==> src/hdl/instruction_class_counter_bank_unit_assert.svh <==
// Assertion macros for the instruction class counter bank.
// Used by the top level; relies on a clock and an active-low reset passed in.
`ifndef INSTRUCTION_CLASS_COUNTER_BANK_UNIT_ASSERT_SVH
`define INSTRUCTION_CLASS_COUNTER_BANK_UNIT_ASSERT_SVH

// The consequent must hold in the same cycle as the antecedent.
`define ICC_ASSERT_SAME(label, clk, rst_n, ante, cons) \
  label: assert property (@(posedge clk) disable iff (!rst_n) (ante) |-> (cons)) \
    else $error("icc assertion failed");

// The consequent must hold in the cycle after the antecedent.
`define ICC_ASSERT_NEXT(label, clk, rst_n, ante, cons) \
  label: assert property (@(posedge clk) disable iff (!rst_n) (ante) |=> (cons)) \
    else $error("icc assertion failed");

`endif

==> src/hdl/icc_pkg.sv <==
// Shared constants for the instruction class counter bank.
// No dependencies; imported by the top level.
package icc_pkg;

  localparam int NUM_CLASSES  = 43;
  localparam int WINDOW_BYTES = 4096;

  localparam int IDX_W  = $clog2(NUM_CLASSES);
  localparam int WORD_W = $clog2(WINDOW_BYTES) - 2;

  localparam logic [31:0] CTRL_VALUE = 32'h1;

  localparam logic [1:0] REQ_INC   = 2'd0;
  localparam logic [1:0] REQ_READ  = 2'd1;
  localparam logic [1:0] REQ_WRITE = 2'd2;

  localparam logic [1:0] ST_OK           = 2'd0;
  localparam logic [1:0] ST_UNMAPPED     = 2'd1;
  localparam logic [1:0] ST_CTRL_IGNORED = 2'd2;

endpackage

==> src/hdl/instruction_class_counter_bank_unit.sv <==
// Instruction class counter bank: 43 wrapping 32-bit counters behind a register window.
// Depends on icc_pkg, icc_ram and instruction_class_counter_bank_unit_assert.svh.
//
// Usage:
// An item is transferred when start is high and busy is low. It is either an
// increment event, a bus read or a bus write. Increments produce no result.
// Each bus read or write produces one result on out_read_data and
// out_access_status, marked by out_valid for exactly one cycle once the transfer has
// passed the p1 and output registers. The receiver cannot stall; results are always
// taken. Throughput is one item per cycle while busy is low. The counters live in a
// RAM that is read in the transfer cycle and written back in the next cycle; a
// write-back register forwards the latest value to a back-to-back access of the same
// counter. A valid bit for each counter makes never-written counters read as zero, so
// reset clears the bank at once without a clearing pass.
// busy is high for the first cycle after reset and low from then on.
// window_base is written through cfg_valid/cfg_ready while the block is idle
// and resets to zero.
module instruction_class_counter_bank_unit
  import icc_pkg::*;
(
  input  logic        clk,
  input  logic        rst_n,
  input  logic        start,
  output logic        busy,
  input  logic [1:0]  in_req_type,
  input  logic [5:0]  in_inst_class,
  input  logic [31:0] in_bus_address,
  input  logic [31:0] in_write_data,
  output logic        out_valid,
  output logic [31:0] out_read_data,
  output logic [1:0]  out_access_status,
  input  logic        cfg_valid,
  output logic        cfg_ready,
  input  logic [31:0] cfg_window_base
);

  `include "instruction_class_counter_bank_unit_assert.svh"

  typedef enum logic [2:0] {
    OP_INC,
    OP_READ_CNT,
    OP_READ_CTRL,
    OP_WRITE_CNT,
    OP_WRITE_CTRL,
    OP_UNMAPPED
  } op_t;

  logic                   busy_r;
  logic [31:0]            window_base_r;

  logic                   accept;
  logic [31:0]            offset;
  logic [WORD_W-1:0]      word;
  logic                   mapped;
  logic                   cls_ok;
  logic                   issue;
  op_t                    op_nxt;
  logic [IDX_W-1:0]       idx_nxt;

  logic                   p1_vld_r;
  op_t                    p1_op_r;
  logic [IDX_W-1:0]       p1_idx_r;
  logic [31:0]            p1_wdata_r;
  logic                   p1_ent_vld_r;

  logic [NUM_CLASSES-1:0] ent_vld_r;
  logic                   wb_vld_r;
  logic [IDX_W-1:0]       wb_idx_r;
  logic [31:0]            wb_data_r;

  logic [31:0]            ram_rdata;
  logic [31:0]            cur;
  logic                   we;
  logic [31:0]            new_val;

  logic                   out_valid_r;
  logic [31:0]            out_read_data_r;
  logic [1:0]             out_access_status_r;
  logic                   out_valid_nxt;
  logic [31:0]            out_read_data_nxt;
  logic [1:0]             out_access_status_nxt;

  assign busy      = busy_r;
  assign cfg_ready = ~busy_r;
  assign accept    = start && !busy_r;

  assign offset = in_bus_address - window_base_r;
  assign word   = offset[2 +: WORD_W];
  assign mapped = (offset < 32'(WINDOW_BYTES)) && (32'(word) <= 32'(NUM_CLASSES));
  assign cls_ok = (in_inst_class != 6'd0) && (32'(in_inst_class) <= 32'(NUM_CLASSES));

  always_comb begin
    issue   = 1'b0;
    op_nxt  = OP_UNMAPPED;
    idx_nxt = '0;
    unique case (in_req_type) inside
      REQ_INC: begin
        issue   = cls_ok;
        op_nxt  = OP_INC;
        idx_nxt = IDX_W'(32'(in_inst_class) - 32'd1);
      end
      REQ_READ, REQ_WRITE: begin
        issue = 1'b1;
        if (!mapped) begin
          op_nxt = OP_UNMAPPED;
        end else if (word == '0) begin
          op_nxt = (in_req_type == REQ_READ) ? OP_READ_CTRL : OP_WRITE_CTRL;
        end else begin
          op_nxt  = (in_req_type == REQ_READ) ? OP_READ_CNT : OP_WRITE_CNT;
          idx_nxt = IDX_W'(32'(word) - 32'd1);
        end
      end
      default: begin
        issue = 1'b0;
      end
    endcase
  end

  icc_ram #(
    .WIDTH(32),
    .DEPTH(NUM_CLASSES)
  ) u_ram (
    .clk  (clk),
    .we   (we),
    .waddr(p1_idx_r),
    .wdata(new_val),
    .raddr(idx_nxt),
    .rdata(ram_rdata)
  );

  always_comb begin
    if (wb_vld_r && (wb_idx_r == p1_idx_r)) begin
      cur = wb_data_r;
    end else if (p1_ent_vld_r) begin
      cur = ram_rdata;
    end else begin
      cur = '0;
    end
    we      = p1_vld_r && ((p1_op_r == OP_INC) || (p1_op_r == OP_WRITE_CNT));
    new_val = (p1_op_r == OP_INC) ? cur + 32'd1 : p1_wdata_r;

    out_valid_nxt         = p1_vld_r && (p1_op_r != OP_INC);
    out_read_data_nxt     = '0;
    out_access_status_nxt = ST_OK;
    case (p1_op_r)
      OP_READ_CNT:   out_read_data_nxt     = cur;
      OP_READ_CTRL:  out_read_data_nxt     = CTRL_VALUE;
      OP_WRITE_CTRL: out_access_status_nxt = ST_CTRL_IGNORED;
      OP_UNMAPPED:   out_access_status_nxt = ST_UNMAPPED;
      default:       out_read_data_nxt     = '0;
    endcase
  end

  always_ff @(posedge clk) begin
    if (!rst_n) begin
      busy_r        <= 1'b1;
      window_base_r <= '0;
      p1_vld_r      <= 1'b0;
      ent_vld_r     <= '0;
      wb_vld_r      <= 1'b0;
      out_valid_r   <= 1'b0;
    end else begin
      busy_r <= 1'b0;
      if (cfg_valid && cfg_ready) begin
        window_base_r <= cfg_window_base;
      end
      p1_vld_r <= accept && issue;
      wb_vld_r <= we;
      if (we) begin
        ent_vld_r[p1_idx_r] <= 1'b1;
      end
      out_valid_r <= out_valid_nxt;
    end
  end

  always_ff @(posedge clk) begin
    p1_op_r      <= op_nxt;
    p1_idx_r     <= idx_nxt;
    p1_wdata_r   <= in_write_data;
    p1_ent_vld_r <= (32'(idx_nxt) < 32'(NUM_CLASSES)) ? ent_vld_r[idx_nxt] : 1'b0;
    wb_idx_r     <= p1_idx_r;
    wb_data_r    <= new_val;
    out_read_data_r     <= out_read_data_nxt;
    out_access_status_r <= out_access_status_nxt;
  end

  assign out_valid         = out_valid_r;
  assign out_read_data     = out_read_data_r;
  assign out_access_status = out_access_status_r;

  `ICC_ASSERT_NEXT(a_bus_reaches_p1, clk, rst_n,
    accept && ((in_req_type == REQ_READ) || (in_req_type == REQ_WRITE)),
    p1_vld_r && (p1_op_r != OP_INC))
  `ICC_ASSERT_NEXT(a_p1_gives_result, clk, rst_n,
    p1_vld_r && (p1_op_r != OP_INC), out_valid_r)
  `ICC_ASSERT_SAME(a_no_data_on_error, clk, rst_n,
    out_valid_r && (out_access_status_r != ST_OK), out_read_data_r == 32'd0)

endmodule

==> src/hdl/icc_ram.sv <==
// Generic single-clock RAM with one write port and one registered read port.
// No dependencies.
module icc_ram #(
  parameter int WIDTH = 32,
  parameter int DEPTH = 64
) (
  input  logic                     clk,
  input  logic                     we,
  input  logic [$clog2(DEPTH)-1:0] waddr,
  input  logic [WIDTH-1:0]         wdata,
  input  logic [$clog2(DEPTH)-1:0] raddr,
  output logic [WIDTH-1:0]         rdata
);

  logic [WIDTH-1:0] mem [DEPTH];

  always_ff @(posedge clk) begin
    if (we) begin
      mem[waddr] <= wdata;
    end
    rdata <= mem[raddr];
  end

endmodule
==> config.mk <==
export PLATFORM = sky130hd
export DESIGN_NAME = instruction_class_counter_bank_unit
export DESIGN_NICKNAME = d
export VERILOG_FILES = /design/src/hdl/icc_pkg.sv /design/src/hdl/instruction_class_counter_bank_unit.sv /design/src/hdl/icc_ram.sv
export VERILOG_INCLUDE_DIRS = /design/src /design/src/hdl
export SDC_FILE = /design/constraint.sdc
export NUM_CORES = 2
export LEC_CHECK = 0
export BUFFER_PORTS_ARGS = -buffer_cell sky130_fd_sc_hd__buf_2
export CAP_MARGIN = 5
export CORE_MARGIN = 2
export CORE_UTILIZATION = 30
export CTS_CLUSTER_DIAMETER = 150
export DETAILED_ROUTE_END_ITERATION = 8
export GPL_ROUTABILITY_DRIVEN = 0
export PLACE_DENSITY_LB_ADDON = 0.2
export SYNTH_ARGS = -nofsm -noshare
export SYNTH_HDL_FRONTEND = slang
export SYNTH_SLANG_ARGS = --single-unit
==> constraint.sdc <==
create_clock -name clk -period 9.3 [get_ports clk]
set_input_delay 1.86 -clock clk [delete_from_list [all_inputs] [get_ports clk]]
set_output_delay 1.86 -clock clk [all_outputs]
set_load 0.1 [all_outputs]
==> results by stage <==
Drt:
- The first detailed-routing pass took 5 iterations.
- The wire length per cell is roughly 26 µm.
- The residual antenna-violating net count after detailed routing is 0.
- The average vias per placed instance is approximately 5.4.
- The final route contains ~45000 vias.
- For this block, the routed nets add up to around 220000 µm of wire.
- The violation count after the first detailed-routing iteration is 5219.
- After detailed routing, the number of remaining DRC violations is 0.

Critical path:
- The endpoint of the worst-slack reg-to-reg timing path is u_ram.rdata[21].
- The critical path capture point type is a flop.
- In this run the worst path has a maximum fanout of between 150 and 200.
- The origin of the critical flop-to-flop path is window_base_r[19].
- The cell family contributing the most delay on the critical path is compound AO/OA/AOI/OAI gates.
- The maximum cell stage delay along the critical path is roughly 0.70 ns.
- STA puts the critical path data required time at approximately 10 ns.
- Across all register-to-register paths, the minimum setup slack is slightly below 3 ns.
- Data on the critical path arrives at its endpoint at between 7 and 8 ns.
- The worst setup path is launched from an input port.
- The critical path goes through buf_2 -> ha_1 -> a21oi_1 -> o21ai_0 -> a211oi_1 -> nor2_1 -> o31ai_1 -> mux2i_1 -> nand4_1 -> nor4_4 -> buf_12 -> buf_4 -> a211oi_1 -> a2111oi_0 -> nor4_1 -> o21ai_1 -> nor4b_1.
- The instance count on the critical path is 17.
- The critical path is of the input port to flop type.
- Counting cells, the worst reg-to-reg path comes to 17.
- Among all stages on the critical path, the largest delay is contributed by buf_12.
- Counting both buffers and inverters, the worst setup path holds a total of 3.
- By instance count, the cell type seen most on the critical path is a211oi_1.

Clocking:
- At the later pin of the worst-skew pair, clock insertion delay measures around 0.82 ns.
- The library cell used as clock root buffer is clkbuf_16.
- The number of buffers on the longest clock path is 3.
- The clock net in this run drives a total of around 1600 sinks.
- The CTS clock-pin slew for the worst setup and hold paths is around 0.06 ns.
- After clock tree synthesis, the setup repair step added 0 buffers.
- TritonCTS created around 180 clock buffers.
- Once the clock tree was built, the resizer swapped 0 gates to a different size.
- The clock tree from TritonCTS is done.
- The number of H-tree levels is 4.
- After clock tree synthesis, the flow added hold-fix buffers numbering 0.

Floorplanning:
- The height of the die is roughly 480 µm.
- The area of the die is approximately 0.23 mm².
- The number of cell rows is around 170.
- ~150 I/O pins were placed.
- The area of the core is 0.222 mm².
- For this configuration, the core starts out at a cell density of a little under a third.
- The width of the chip is around 480 µm.

Power and ir drop:
- Internal power comes to 12.1 mW.
- The sequential cell fraction of total power is 50.0%.
- The net switching fraction of the power is a little under a quarter.
- The maximum VDD drop is 0.000160 V.
- The leakage power is approximately 25 nW.
- The total power divided by cell area is 205 mW/mm².
- The share of power burned in combinational logic is between 6 and 7%.
- The power dissipated by switching net loads is 3.70 mW.
- The share of total power dissipated in the clock network is a little over two fifths.

Finish:
- The share of layout cells above drive strength 1 is 12.2%.
- The net count of the finished layout is approximately 5500.
- The area growth from synthesis to layout is 15.9%.
- The count of filler cells inserted in the layout is around 22000.

Timing:
- The highest achievable clock rate is ~140 MHz.
- The worst clock skew is between 0.03 and 0.04 ns.
- Headroom to the max-slew limit came out at 6.55%.
- The max-slew violation count is 0.
- The smallest setup slack after layout is between 2 and 2.5 ns.
- Setup repair after global routing left no endpoint under its margin.
- The hold violation count in the final report came to 0.
- The post-layout minimum cycle time is 7.19 ns.
- The slew at the pin closest to its max-slew limit is roughly 1.4 ns.
- The final critical path takes up between 70 and 80% of the cycle.
- The setup violation total in the final timing report is 0.
- The sum of negative setup slack is 0 ns.

Synth:
- The register area share after synthesis is between 60% and 70%.
- The area share of the leading cell type in the synthesized netlist is about three fifths.
- Yosys attributes the largest share of cell area to edfxtp_1, dfxtp_1, a211oi_1.
- Dividing the synthesized area by the synthesized cell count gives 12.7 µm².
- The most instantiated library cell after synthesis is edfxtp_1.
- The number of warnings reported in the yosys synthesis log is 0.
- The synthesized netlist contains 72 unique library cells.
- The number of nets in the synthesized netlist is about 5400.
- The fraction of registers with async set/reset is 0%.
- Counting flops with a built-in enable in the synthesized netlist gives 1376.
- The flip-flop and latch count after synthesis is about 1600.
- The summed instance area of the synthesized netlist is between 0.06 and 0.07 mm².
- The leading area contributor after synthesis is edfxtp_1.
- The count of mapped cells out of synthesis is 5255.
- Sorting the synthesized cells by how often they occur yields edfxtp_1, nand2_1, inv_1, a211oi_1, clkbuf_1.
- The primary flip-flop cell chosen by synthesis mapping is edfxtp_1.

Min path:
- The number of cells traversed by the worst hold path is 0.
- The path with the worst hold slack has its endpoint at wb_idx_r[3].
- The worst hold path belongs to the class flop to flop.
- The startpoint of the tightest hold check path is p1_idx_r[3].

Place:
- The worst setup slack after placement is ~1.4 ns.
- The post-DP HPWL is about 130000 µm.
- Buffers placed on the I/O ports in this run total 144.

Global route:
- For this run the aggregate overflow at the end of global routing stands at 0.
- The via count of the first global-routing pass is approximately 43000.
- The total track usage is between 10% and 20%.
- The number of antenna violations at the first check in global routing is 27.
- Entering global routing, the biggest net connects roughly 180 pins.
- The first global-routing pass estimated 319000 µm of wire.

Job:
- The max-capacitance violation count is 0.

Run status:
- The run finished with clean final reports.
-- flip-flops by register name (all words and copies together) (netlist names), 2 cells and up --
register,count
window_base_r,32
out_read_data,32
wb_idx_r,6
p1_wdata_r,32
p1_idx_r,6
out_access_status,2
u_ram.rdata,32
u_ram.mem,1376
ent_vld_r,43
p1_op_r,3
wb_data_r,32
-- metal layers --
metal	track usage, %	vias up	wire length [µm]
met5	0	-	79
met4	4.97	10	4750
met3	3.38	302	16100
met2	28.5	1676	97600
met1	28.7	23300	105000
li1	-	20200	-
-- metrics by stage --
step	hold WS (ns)	power (mW)	instance area (µm²)	cells	util, %
floorplan	0.329	8.62	66800	5255	-
global placement	0.383	9.06	71700	8115	32.3
detailed placement	0.388	9.06	71700	8115	32.3
CTS	0.395	15.9	77400	8444	34.9
global route	0.406	16.3	77400	8450	34.9
finish	0.396	15.8	77400	8453	34.9
-- layout make-up --
| type | count | area (µm²) | share of cell area (%) |
|---|---|---|---|
| clock inverter | 68 | 679 | 0.878 |
| multi-input combinational | 2830 | 18500 | 23.9 |
| inverter | 411 | 1560 | 2.02 |
| clock buffer | 261 | 4970 | 6.43 |
| sequential | 1601 | 45800 | 59.2 |
| antenna | 8 | 20.0 | 0.0259 |
| tap | 2975 | 3720 | 4.81 |
| timing repair buffer | 299 | 2080 | 2.69 |
-- placed cells by master, fill, tap and decap left out, types with 13 or more instances in the layout --
master and count:
buf_2 144, nand3_1 160, buf_12 16, o21ai_4 29, nor4b_1 24, o21ai_1 36, dfxtp_1 224, edfxtp_1 1376
nor2b_1 13, a32o_1 30, a211oi_1 330, o41ai_1 33, a2111oi_0 261, nand2_1 655, nor2_4 50, ha_1 38
xnor2_1 29, clkbuf_1 61, inv_1 406, o21ai_0 62, clkbuf_16 178, a21o_1 16, nor3_1 23, xor2_1 33
nand4_1 27, o31ai_1 36, clkbuf_8 20, a32oi_1 64, mux2i_1 105, a21oi_1 134, a31oi_1 49, or3_1 13
clkinv_1 32, nor4_1 41, a41oi_1 35, buf_4 139, nor2_1 232, o211ai_1 138
-- cell families after synthesis --
family	after synthesis	synth area share [%]
XOR/XNOR	62	0.813
multiplexers	112	1.71
AND/OR/NAND/NOR	1311	8.75
buffers and inverters	824	4.84
flip-flops	1601	68.6
adder cells (fa/ha/maj)	38	0.712
AO/OA/AOI/OAI	1307	14.5
-- worst reg2reg max path, cell delays in order (launching register included) --
cell	delay, ns
dfxtp_1	0.32
inv_1	0.05
ha_1	0.54
a21oi_1	0.12
o21ai_0	0.67
a211oi_1	0.17
nor2_1	0.20
o31ai_1	0.10
mux2i_1	0.24
nand4_1	0.40
nor4_4	0.53
buf_12	0.71
buf_4	0.74
a211oi_1	0.14
a2111oi_0	0.45
nor4_1	0.11
o21ai_1	0.61
nor4b_1	0.14
-- power groups by stage --
stage	combinational, mW	clock (mW)	sequential (mW)
finish	1.02	6.90	7.91
detailed placement	1.01	0	8.06
CTS	1.01	7.03	7.90
global placement	1.00	0	8.06
global route	1.09	7.29	7.90
floorplan	0.567	0	8.05
-- how the worst max path moves through the flow --
stage	startpoint	to	slack, ns
4_1_cts	in_bus_address[11]	u_ram.rdata[12]	2.27
3_3_place_gp	in_bus_address[5]	u_ram.rdata[12]	1.38
3_5_place_dp	in_bus_address[11]	u_ram.rdata[12]	1.41
6_report	in_bus_address[19]	u_ram.rdata[21]	2.11
2_1_floorplan	p1_idx_r[2]	u_ram.mem[0][31]	3.37
5_1_grt	in_bus_address[5]	u_ram.rdata[30]	1.93
No activity file was read; power rests on OpenSTA's default activity.
